### src/hdl/gf2_incremental_elimination_defines.svh
// assertion macros shared by the elimination chain
// expects clk and rst_n in the scope of each use
`ifndef GF2_INCREMENTAL_ELIMINATION_DEFINES_SVH
`define GF2_INCREMENTAL_ELIMINATION_DEFINES_SVH

// same-cycle implication
`define GIE_ASSERT_IMP(label, ante, cons, msg) \
    label: assert property (@(posedge clk) disable iff (!rst_n) (ante) |-> (cons)) \
        else $error(msg);

// next-cycle implication
`define GIE_ASSERT_NEXT(label, ante, cons, msg) \
    label: assert property (@(posedge clk) disable iff (!rst_n) (ante) |=> (cons)) \
        else $error(msg);

`endif

### src/hdl/gie_pkg.sv
`timescale 1ns / 1ps
// shared types and constants for the gf2 elimination chain
// no dependencies
package gie_pkg;

    localparam int VARIABLES_DEFAULT = 48;
    localparam int FIELD_W = 48;

    typedef enum logic [1:0] {
        OP_ADD   = 2'd0,
        OP_EVAL  = 2'd1,
        OP_CLEAR = 2'd2
    } op_t;

    typedef struct packed {
        logic valid;
        op_t  op;
        logic par;
        logic done;
    } ctrl_t;

endpackage

### src/hdl/gie_cell.sv
`timescale 1ns / 1ps
// one pivot cell: holds the row whose lowest set bit is PIVOT and reduces a passing word
// depends on gie_pkg and gf2_incremental_elimination_defines.svh
`include "gf2_incremental_elimination_defines.svh"

module gie_cell #(
    parameter int VARIABLES = gie_pkg::VARIABLES_DEFAULT,
    parameter int PIVOT = 0
) (
    input  logic                  clk,
    input  logic                  rst_n,
    input  logic                  advance,
    input  gie_pkg::ctrl_t        ctrl_in,
    input  logic [VARIABLES-1:0]  word_in,
    input  logic [VARIABLES-1:0]  rem_in,
    output gie_pkg::ctrl_t        ctrl_out,
    output logic [VARIABLES-1:0]  word_out,
    output logic [VARIABLES-1:0]  rem_out
);

    logic                 present_reg, present_next;
    logic [VARIABLES-1:0] row_reg, row_next;
    logic                 rhs_reg, rhs_next;
    gie_pkg::ctrl_t       ctrl_reg, ctrl_next;
    logic [VARIABLES-1:0] word_reg, word_next;
    logic [VARIABLES-1:0] rem_reg, rem_next;

    always_comb
    begin
        present_next = present_reg;
        row_next     = row_reg;
        rhs_next     = rhs_reg;
        ctrl_next    = ctrl_reg;
        word_next    = word_reg;
        rem_next     = rem_reg;
        if (advance)
        begin
            ctrl_next = ctrl_in;
            word_next = word_in;
            rem_next  = rem_in;
            if (ctrl_in.valid && !ctrl_in.done)
            begin
                unique case (ctrl_in.op)
                    gie_pkg::OP_ADD:
                    begin
                        if (word_in[PIVOT])
                        begin
                            if (present_reg)
                            begin
                                word_next     = word_in ^ row_reg;
                                ctrl_next.par = ctrl_in.par ^ rhs_reg;
                            end
                            else
                            begin
                                row_next       = word_in;
                                rhs_next       = ctrl_in.par;
                                present_next   = 1'b1;
                                ctrl_next.done = 1'b1;
                            end
                        end
                    end
                    gie_pkg::OP_EVAL:
                    begin
                        if (word_in[PIVOT])
                        begin
                            if (present_reg)
                            begin
                                word_next     = word_in ^ row_reg;
                                ctrl_next.par = ctrl_in.par ^ rhs_reg;
                            end
                            else
                            begin
                                rem_next[PIVOT]  = 1'b1;
                                word_next[PIVOT] = 1'b0;
                            end
                        end
                    end
                    gie_pkg::OP_CLEAR:
                    begin
                        present_next = 1'b0;
                    end
                    default:
                    begin
                    end
                endcase
            end
        end
    end

    always_ff @(posedge clk or negedge rst_n)
    begin
        if (!rst_n)
        begin
            present_reg <= 1'b0;
            ctrl_reg    <= '0;
        end
        else
        begin
            present_reg <= present_next;
            ctrl_reg    <= ctrl_next;
        end
    end

    always_ff @(posedge clk)
    begin
        row_reg  <= row_next;
        rhs_reg  <= rhs_next;
        word_reg <= word_next;
        rem_reg  <= rem_next;
    end

    assign ctrl_out = ctrl_reg;
    assign word_out = word_reg;
    assign rem_out  = rem_reg;

    `GIE_ASSERT_IMP(a_pivot_set, present_reg, row_reg[PIVOT], "stored row lost its pivot bit")
    `GIE_ASSERT_NEXT(a_clear_empties, advance && ctrl_in.valid && (ctrl_in.op == gie_pkg::OP_CLEAR), !present_reg, "clear left a row")
    `GIE_ASSERT_NEXT(a_done_passes, advance && ctrl_in.valid && ctrl_in.done, (word_reg == $past(word_in)) && ctrl_reg.done, "finished add was altered")
    `GIE_ASSERT_IMP(a_eval_reduced, ctrl_reg.valid && (ctrl_reg.op == gie_pkg::OP_EVAL), !word_reg[PIVOT], "evaluate left pivot bit set")

endmodule

### src/hdl/gie_result.sv
`timescale 1ns / 1ps
// result stage: forms the result fields from the last cell and holds them for the consumer
// depends on gie_pkg
module gie_result #(
    parameter int VARIABLES = gie_pkg::VARIABLES_DEFAULT
) (
    input  logic                          clk,
    input  logic                          rst_n,
    input  gie_pkg::ctrl_t                ctrl_in,
    input  logic [VARIABLES-1:0]          rem_in,
    output logic                          advance,
    output logic                          rsp_valid,
    input  logic                          rsp_ready,
    output logic                          consistent,
    output logic                          is_fixed,
    output logic                          parity,
    output logic [gie_pkg::FIELD_W-1:0]   free_remainder
);

    logic                        valid_reg, valid_next;
    logic                        consistent_reg, consistent_next;
    logic                        fixed_reg, fixed_next;
    logic                        parity_reg, parity_next;
    logic [gie_pkg::FIELD_W-1:0] rem_reg, rem_next;
    logic [gie_pkg::FIELD_W-1:0] rem_ext;

    generate
        if (VARIABLES >= gie_pkg::FIELD_W)
        begin : g_trunc
            assign rem_ext = rem_in[gie_pkg::FIELD_W-1:0];
        end
        else
        begin : g_ext
            assign rem_ext = {{(gie_pkg::FIELD_W-VARIABLES){1'b0}}, rem_in};
        end
    endgenerate

    assign advance = !valid_reg || rsp_ready;

    always_comb
    begin
        valid_next      = valid_reg;
        consistent_next = consistent_reg;
        fixed_next      = fixed_reg;
        parity_next     = parity_reg;
        rem_next        = rem_reg;
        if (advance)
        begin
            valid_next      = ctrl_in.valid;
            consistent_next = 1'b0;
            fixed_next      = 1'b0;
            parity_next     = 1'b0;
            rem_next        = '0;
            unique case (ctrl_in.op)
                gie_pkg::OP_ADD:
                begin
                    consistent_next = ctrl_in.done || !ctrl_in.par;
                end
                gie_pkg::OP_EVAL:
                begin
                    fixed_next  = (rem_ext == '0);
                    parity_next = ctrl_in.par;
                    rem_next    = rem_ext;
                end
                gie_pkg::OP_CLEAR:
                begin
                    consistent_next = 1'b1;
                end
                default:
                begin
                end
            endcase
        end
    end

    always_ff @(posedge clk or negedge rst_n)
    begin
        if (!rst_n)
        begin
            valid_reg <= 1'b0;
        end
        else
        begin
            valid_reg <= valid_next;
        end
    end

    always_ff @(posedge clk)
    begin
        consistent_reg <= consistent_next;
        fixed_reg      <= fixed_next;
        parity_reg     <= parity_next;
        rem_reg        <= rem_next;
    end

    assign rsp_valid      = valid_reg;
    assign consistent     = consistent_reg;
    assign is_fixed       = fixed_reg;
    assign parity         = parity_reg;
    assign free_remainder = rem_reg;

endmodule

### src/hdl/gf2_incremental_elimination.sv
`timescale 1ns / 1ps
// throughput: one transaction per cycle when not stalled; each pivot cell updates its row
// as a transaction passes, so a later transaction always sees the rows of earlier ones
// the whole chain stalls while a result waits for rsp_ready
// reset empties every pivot row and drops all transactions in flight
module gf2_incremental_elimination #(
    parameter int VARIABLES = gie_pkg::VARIABLES_DEFAULT
) (
    input  logic                          clk,
    input  logic                          rst_n,
    input  logic                          req_valid,
    output logic                          req_ready,
    input  logic [1:0]                    operation,
    input  logic [gie_pkg::FIELD_W-1:0]   coefficients,
    input  logic                          rhs_bit,
    output logic                          rsp_valid,
    input  logic                          rsp_ready,
    output logic                          consistent,
    output logic                          is_fixed,
    output logic                          parity,
    output logic [gie_pkg::FIELD_W-1:0]   free_remainder
);

    gie_pkg::ctrl_t       ctrl_chain [VARIABLES+1];
    logic [VARIABLES-1:0] word_chain [VARIABLES+1];
    logic [VARIABLES-1:0] rem_chain  [VARIABLES+1];
    logic                 advance;
    gie_pkg::op_t         op_in;

    generate
        if (VARIABLES > gie_pkg::FIELD_W)
        begin : g_coef_ext
            assign word_chain[0] = {{(VARIABLES-gie_pkg::FIELD_W){1'b0}}, coefficients};
        end
        else
        begin : g_coef_trunc
            assign word_chain[0] = coefficients[VARIABLES-1:0];
        end
    endgenerate

    assign op_in = gie_pkg::op_t'(operation);

    always_comb
    begin
        ctrl_chain[0].valid = req_valid;
        ctrl_chain[0].op    = op_in;
        ctrl_chain[0].par   = (op_in == gie_pkg::OP_ADD) ? rhs_bit : 1'b0;
        ctrl_chain[0].done  = 1'b0;
    end

    assign rem_chain[0] = '0;
    assign req_ready    = advance;

    generate
        for (genvar p = 0; p < VARIABLES; p++)
        begin : g_cell
            gie_cell #(
                .VARIABLES (VARIABLES),
                .PIVOT     (p)
            ) u_cell (
                .clk      (clk),
                .rst_n    (rst_n),
                .advance  (advance),
                .ctrl_in  (ctrl_chain[p]),
                .word_in  (word_chain[p]),
                .rem_in   (rem_chain[p]),
                .ctrl_out (ctrl_chain[p+1]),
                .word_out (word_chain[p+1]),
                .rem_out  (rem_chain[p+1])
            );
        end
    endgenerate

    gie_result #(
        .VARIABLES (VARIABLES)
    ) u_result (
        .clk            (clk),
        .rst_n          (rst_n),
        .ctrl_in        (ctrl_chain[VARIABLES]),
        .rem_in         (rem_chain[VARIABLES]),
        .advance        (advance),
        .rsp_valid      (rsp_valid),
        .rsp_ready      (rsp_ready),
        .consistent     (consistent),
        .is_fixed       (is_fixed),
        .parity         (parity),
        .free_remainder (free_remainder)
    );

endmodule
### config.mk
export PLATFORM = sky130hd
export DESIGN_NAME = gf2_incremental_elimination
export DESIGN_NICKNAME = d
export VERILOG_FILES = /design/src/hdl/gie_pkg.sv /design/src/hdl/gie_cell.sv /design/src/hdl/gie_result.sv /design/src/hdl/gf2_incremental_elimination.sv
export VERILOG_INCLUDE_DIRS = /design/src /design/src/hdl
export SDC_FILE = /design/constraint.sdc
export NUM_CORES = 2
export LEC_CHECK = 0
export BUFFER_PORTS_ARGS = -buffer_cell sky130_fd_sc_hd__buf_2
export CAP_MARGIN = 20
export CORE_MARGIN = 2
export CORE_UTILIZATION = 40
export CTS_CLUSTER_SIZE = 16
export DETAILED_ROUTE_END_ITERATION = 12
export SYNTH_ARGS = -nofsm -noshare
export SYNTH_HDL_FRONTEND = slang
export SYNTH_SLANG_ARGS = --single-unit
### constraint.sdc
create_clock -name clk -period 40.2 [get_ports clk]
set_input_delay 2.01 -clock clk [delete_from_list [all_inputs] [get_ports clk]]
set_output_delay 2.01 -clock clk [all_outputs]
set_load 0.1 [all_outputs]
==> results.yml <==
synth:
  synth_xor_area_frac: 0.07204
  synth_ff_type: "edfxtp_1"
  synth_top_area_share: 0.7725
  yosys.area_share.adder: 0
  ys_seq_area_frac: 0.8252
  synth_fp_nets: 7707
  synthMuxAreaShare: 0.0003646
  synth_warnings: 0
  synth-simple-area-share: 0.07552
  synth_compound_area_frac: 0.01302
  synth_seq_cells: 3820
  synth_most_common_cell: "edfxtp_1"
  synth_area_mm2: 0.1373
  synth_top_area_cell: "edfxtp_1"
  synth_edf_count: 3531
  synthCells: 7652
  synthTopCellsByArea: "edfxtp_1, xnor2_1, dfrtp_1, nand3_1, nand2_1"
  syn_avg_cell_area_um2: 17.94
  async_reset_ff_frac: 0.07565
  yosys-top-cells-count: "edfxtp_1, xnor2_1, nand3_1"
  synth_top_family_by_area: "simple AND/OR/NAND/NOR gates"
  ys_types: 45
power_and_ir_drop:
  p_per_area_mw_per_mm2: 64.20
  p_seq_frac: 0.564
  power.switching_uw: 2395
  total_power_uw: 10000
  swShare: 0.2394
  leakage_uw: 0.05283
  comb_power_share: 0.084
  power.internal_uw: 7610
  clock_power_share: 0.352
  ir_drop_v: 0.00003531
clocking:
  cts_tree: "yes"
  cts_resized: 0
  clock_sinks: 3820
  cts_buffers: 380
  clkSlewWorstSetupHoldPaths_ns: 0.06
  ctsLongestPathBuffers: 4
  clk-insertion-delay-late_ns: 0.95
  postCtsSetupBuffers: 0
  htreeDepth: 5
  cts-root-buf: "clkbuf_16"
  hold_buffers: 0
global_route:
  antenna_found_initial: 3
  grt_pass1_vias: 62230
  grt_max_degree: 218
  grt_pass1_wl_um: 343400
  grt.total_usage: 0.1200
  grt-ovfl-total: 0
timing:
  slew_headroom: 0.08695
  worstMarginPinSlew_ns: 1.370
  fmax_mhz: 158.2
  whs_ns: 0.3809
  maxSlewViolCount: 0
  layout_min_cycle_time_ns: 6.322
  finClkSkew_ns: 0.06630
  hold_violations: 0
  setup_viol: 0
  fin_ws_ns: 33.88
  finalCritPeriodShare: 0.1573
  rsz0062_at_grt: "no"
  fin_setup_tns_ns: 0
final_layout:
  nets: 7964
  largest_reg_flops: 1176
  synthToLayoutAreaGrowth_pct: 13.53
  drive_gt1_frac: 0.1077
critical_path:
  endpoint_kind: "flop"
  r2r_end: "g_cell[11].u_cell.row_reg[37]$_DFFE_PP_"
  path_cells: "buf_2 -> nor2b_4 -> inv_8 -> buf_12 -> buf_4 -> buf_4 -> buf_4 -> and3_1 -> buf_4"
  crit_start: "rsp_ready"
  slowest_delay_ns: 0.91
  crit_buf_inv: 7
  endpoint: "g_cell[11].u_cell.row_reg[37]$_DFFE_PP_"
  critPathMostFrequentCell: "buf_4"
  regToRegSetupSlack_ns: 34.63
  r2r_start: "u_result.rsp_valid$_DFFE_PN0N_"
  cp_max_fo: 189
  crit_type: "in -> reg"
  reg2reg_depth: 8
  crit_cells: 9
  cp_data_required_time_ns: 40.72
  arrival_ns: 6.85
  crit_family: "buffers and inverters"
  crit_slowest_cell: "buf_4"
  start_kind: "primary input"
run_status:
  outcome: "finished clean"
floorplanning:
  start_util: 0.4011
  placeableCoreArea_mm2: 0.3422
  fp.dieW_um: 589.8
  num_rows: 215
  fp.dieH_um: 589.8
  die_area_mm2: 0.3478
  io_pins: 108
placed_design:
  port_buffers: 107
  globalplace.congestion: 0.7434
  hpwl_um: 126000
  place_ws_ns: 32.85
drt:
  drt_first_pass_iters: 7
  vias: 61320
  drt_wl_total_um: 213100
  routedWlPerCell_um: 16.66
  drc: 0
  drtAntennaViolNets: 0
  drtIter0Drc: 4551
  vias_per_cell: 4.794
flow_run:
  max_cap_viol_count: 0
hold_path:
  min_path_type: "reg -> reg"
  hold_depth: 0
-- kinds of logic after synthesis --
kind of cell / after synthesis
xor gates and xnor gates: 1129
DFF: 3820
muxes: 5
buffers and inverters: 417
AOI/OAI and AO/OA: 269
and+or+nand+nor: 2012
-- power groups by stage --
stage	registers, uW	clock network [uW]	logic (uW)
3_5_place_dp	5750	0	838
5_1_grt	5730	3770	936
4_1_cts	5670	3620	848
6_report	5640	3520	843
2_1_floorplan	5690	0	680
3_3_place_gp	5730	0	814
-- layout by cell type, fill, tap and decap left out, drive strengths merged, types with 8 or more instances in the layout --
| cell type | synthesis | routed |
|---|---|---|
| nand3b | 16 | 16 |
| a41oi | 8 | 8 |
| nor3 | 25 | 25 |
| a31o | 43 | 43 |
| buf | 192 | 217 |
| nand2 | 452 | 452 |
| clkinvlp | 0 | 16 |
| and4bb | 27 | 27 |
| and3b | 16 | 16 |
| and3 | 24 | 24 |
| a31oi | 111 | 111 |
| nand4 | 46 | 46 |
| o31ai | 8 | 8 |
| and4b | 18 | 18 |
| nand3 | 1086 | 1086 |
| clkbuf | 150 | 491 |
| bufinv | 0 | 38 |
| dfrtp | 289 | 289 |
| nor4bb | 18 | 18 |
| nor3b | 54 | 54 |
| nor2 | 97 | 97 |
| or4 | 14 | 14 |
| clkinv | 0 | 151 |
| edfxtp | 3531 | 3531 |
| a2bb2oi | 17 | 17 |
| inv | 75 | 85 |
| a21oi | 20 | 20 |
| o21ai | 55 | 55 |
| xnor2 | 1128 | 1128 |
| and2 | 52 | 52 |
| nor4b | 25 | 25 |
| nor4 | 17 | 17 |
-- per-layer routing --
metal  track usage  share of wire
met1        0.1645           0.45
met5             0       0.000061
met3       0.02013          0.037
met2        0.1969           0.49
met4       0.03618          0.026
-- cell type report --
| cell class | count | area (um2) |
|---|---|---|
| Antenna cell | 1 | 2.502 |
| Tap cell | 4557 | 5702 |
| Clock inverter | 215 | 2402 |
| Inverter | 75 | 289.0 |
| Clock buffer | 491 | 10200 |
| Sequential cell | 3820 | 113300 |
| Multi-Input combinational cell | 3415 | 22350 |
| Timing Repair Buffer | 217 | 1610 |
| Fill cell | 28940 | 186400 |
-- worst register-to-register path, delay by kind of cell (launching register included) --
| kind | cells | cell delay, ns |
|---|---|---|
| buf+inv | 6 | 4.33 |
| simple gates | 2 | 0.47 |
| flops | 1 | 0.37 |
-- metrics by stage --
| stage | cell area (um2) | utilization | cells |
|---|---|---|---|
| after floorplan | 137300 | - | 7652 |
| after global routing | 155800 | 0.4554 | 12790 |
| after global placement | 142900 | 0.4177 | 12070 |
| final | 155800 | 0.4554 | 12790 |
| after detailed placement | 143100 | 0.4181 | 12080 |
| after CTS | 155700 | 0.4549 | 12780 |
-- how the worst min path moves through the flow --
| stage | from | slack (ns) | to |
|---|---|---|---|
| final | g_cell[20].u_cell.rem_out[6]$_DFFE_PN_ | 0.38 | g_cell[21].u_cell.rem_out[6]$_DFFE_PN_ |
| after global routing | g_cell[25].u_cell.rem_out[13]$_DFFE_PN_ | 0.38 | g_cell[26].u_cell.rem_out[13]$_DFFE_PN_ |
| after CTS | g_cell[20].u_cell.rem_out[6]$_DFFE_PN_ | 0.38 | g_cell[21].u_cell.rem_out[6]$_DFFE_PN_ |
| after detailed placement | g_cell[9].u_cell.rem_out[1]$_DFFE_PN_ | 0.40 | g_cell[10].u_cell.rem_out[1]$_DFFE_PN_ |
| after global placement | g_cell[26].u_cell.rem_out[25]$_DFFE_PN_ | 0.40 | g_cell[27].u_cell.rem_out[25]$_DFFE_PN_ |
| after floorplan | g_cell[9].u_cell.rem_out[0]$_DFFE_PN_ | 0.40 | g_cell[10].u_cell.rem_out[0]$_DFFE_PN_ |
Note: power is estimated with default switching activity, not from simulation.
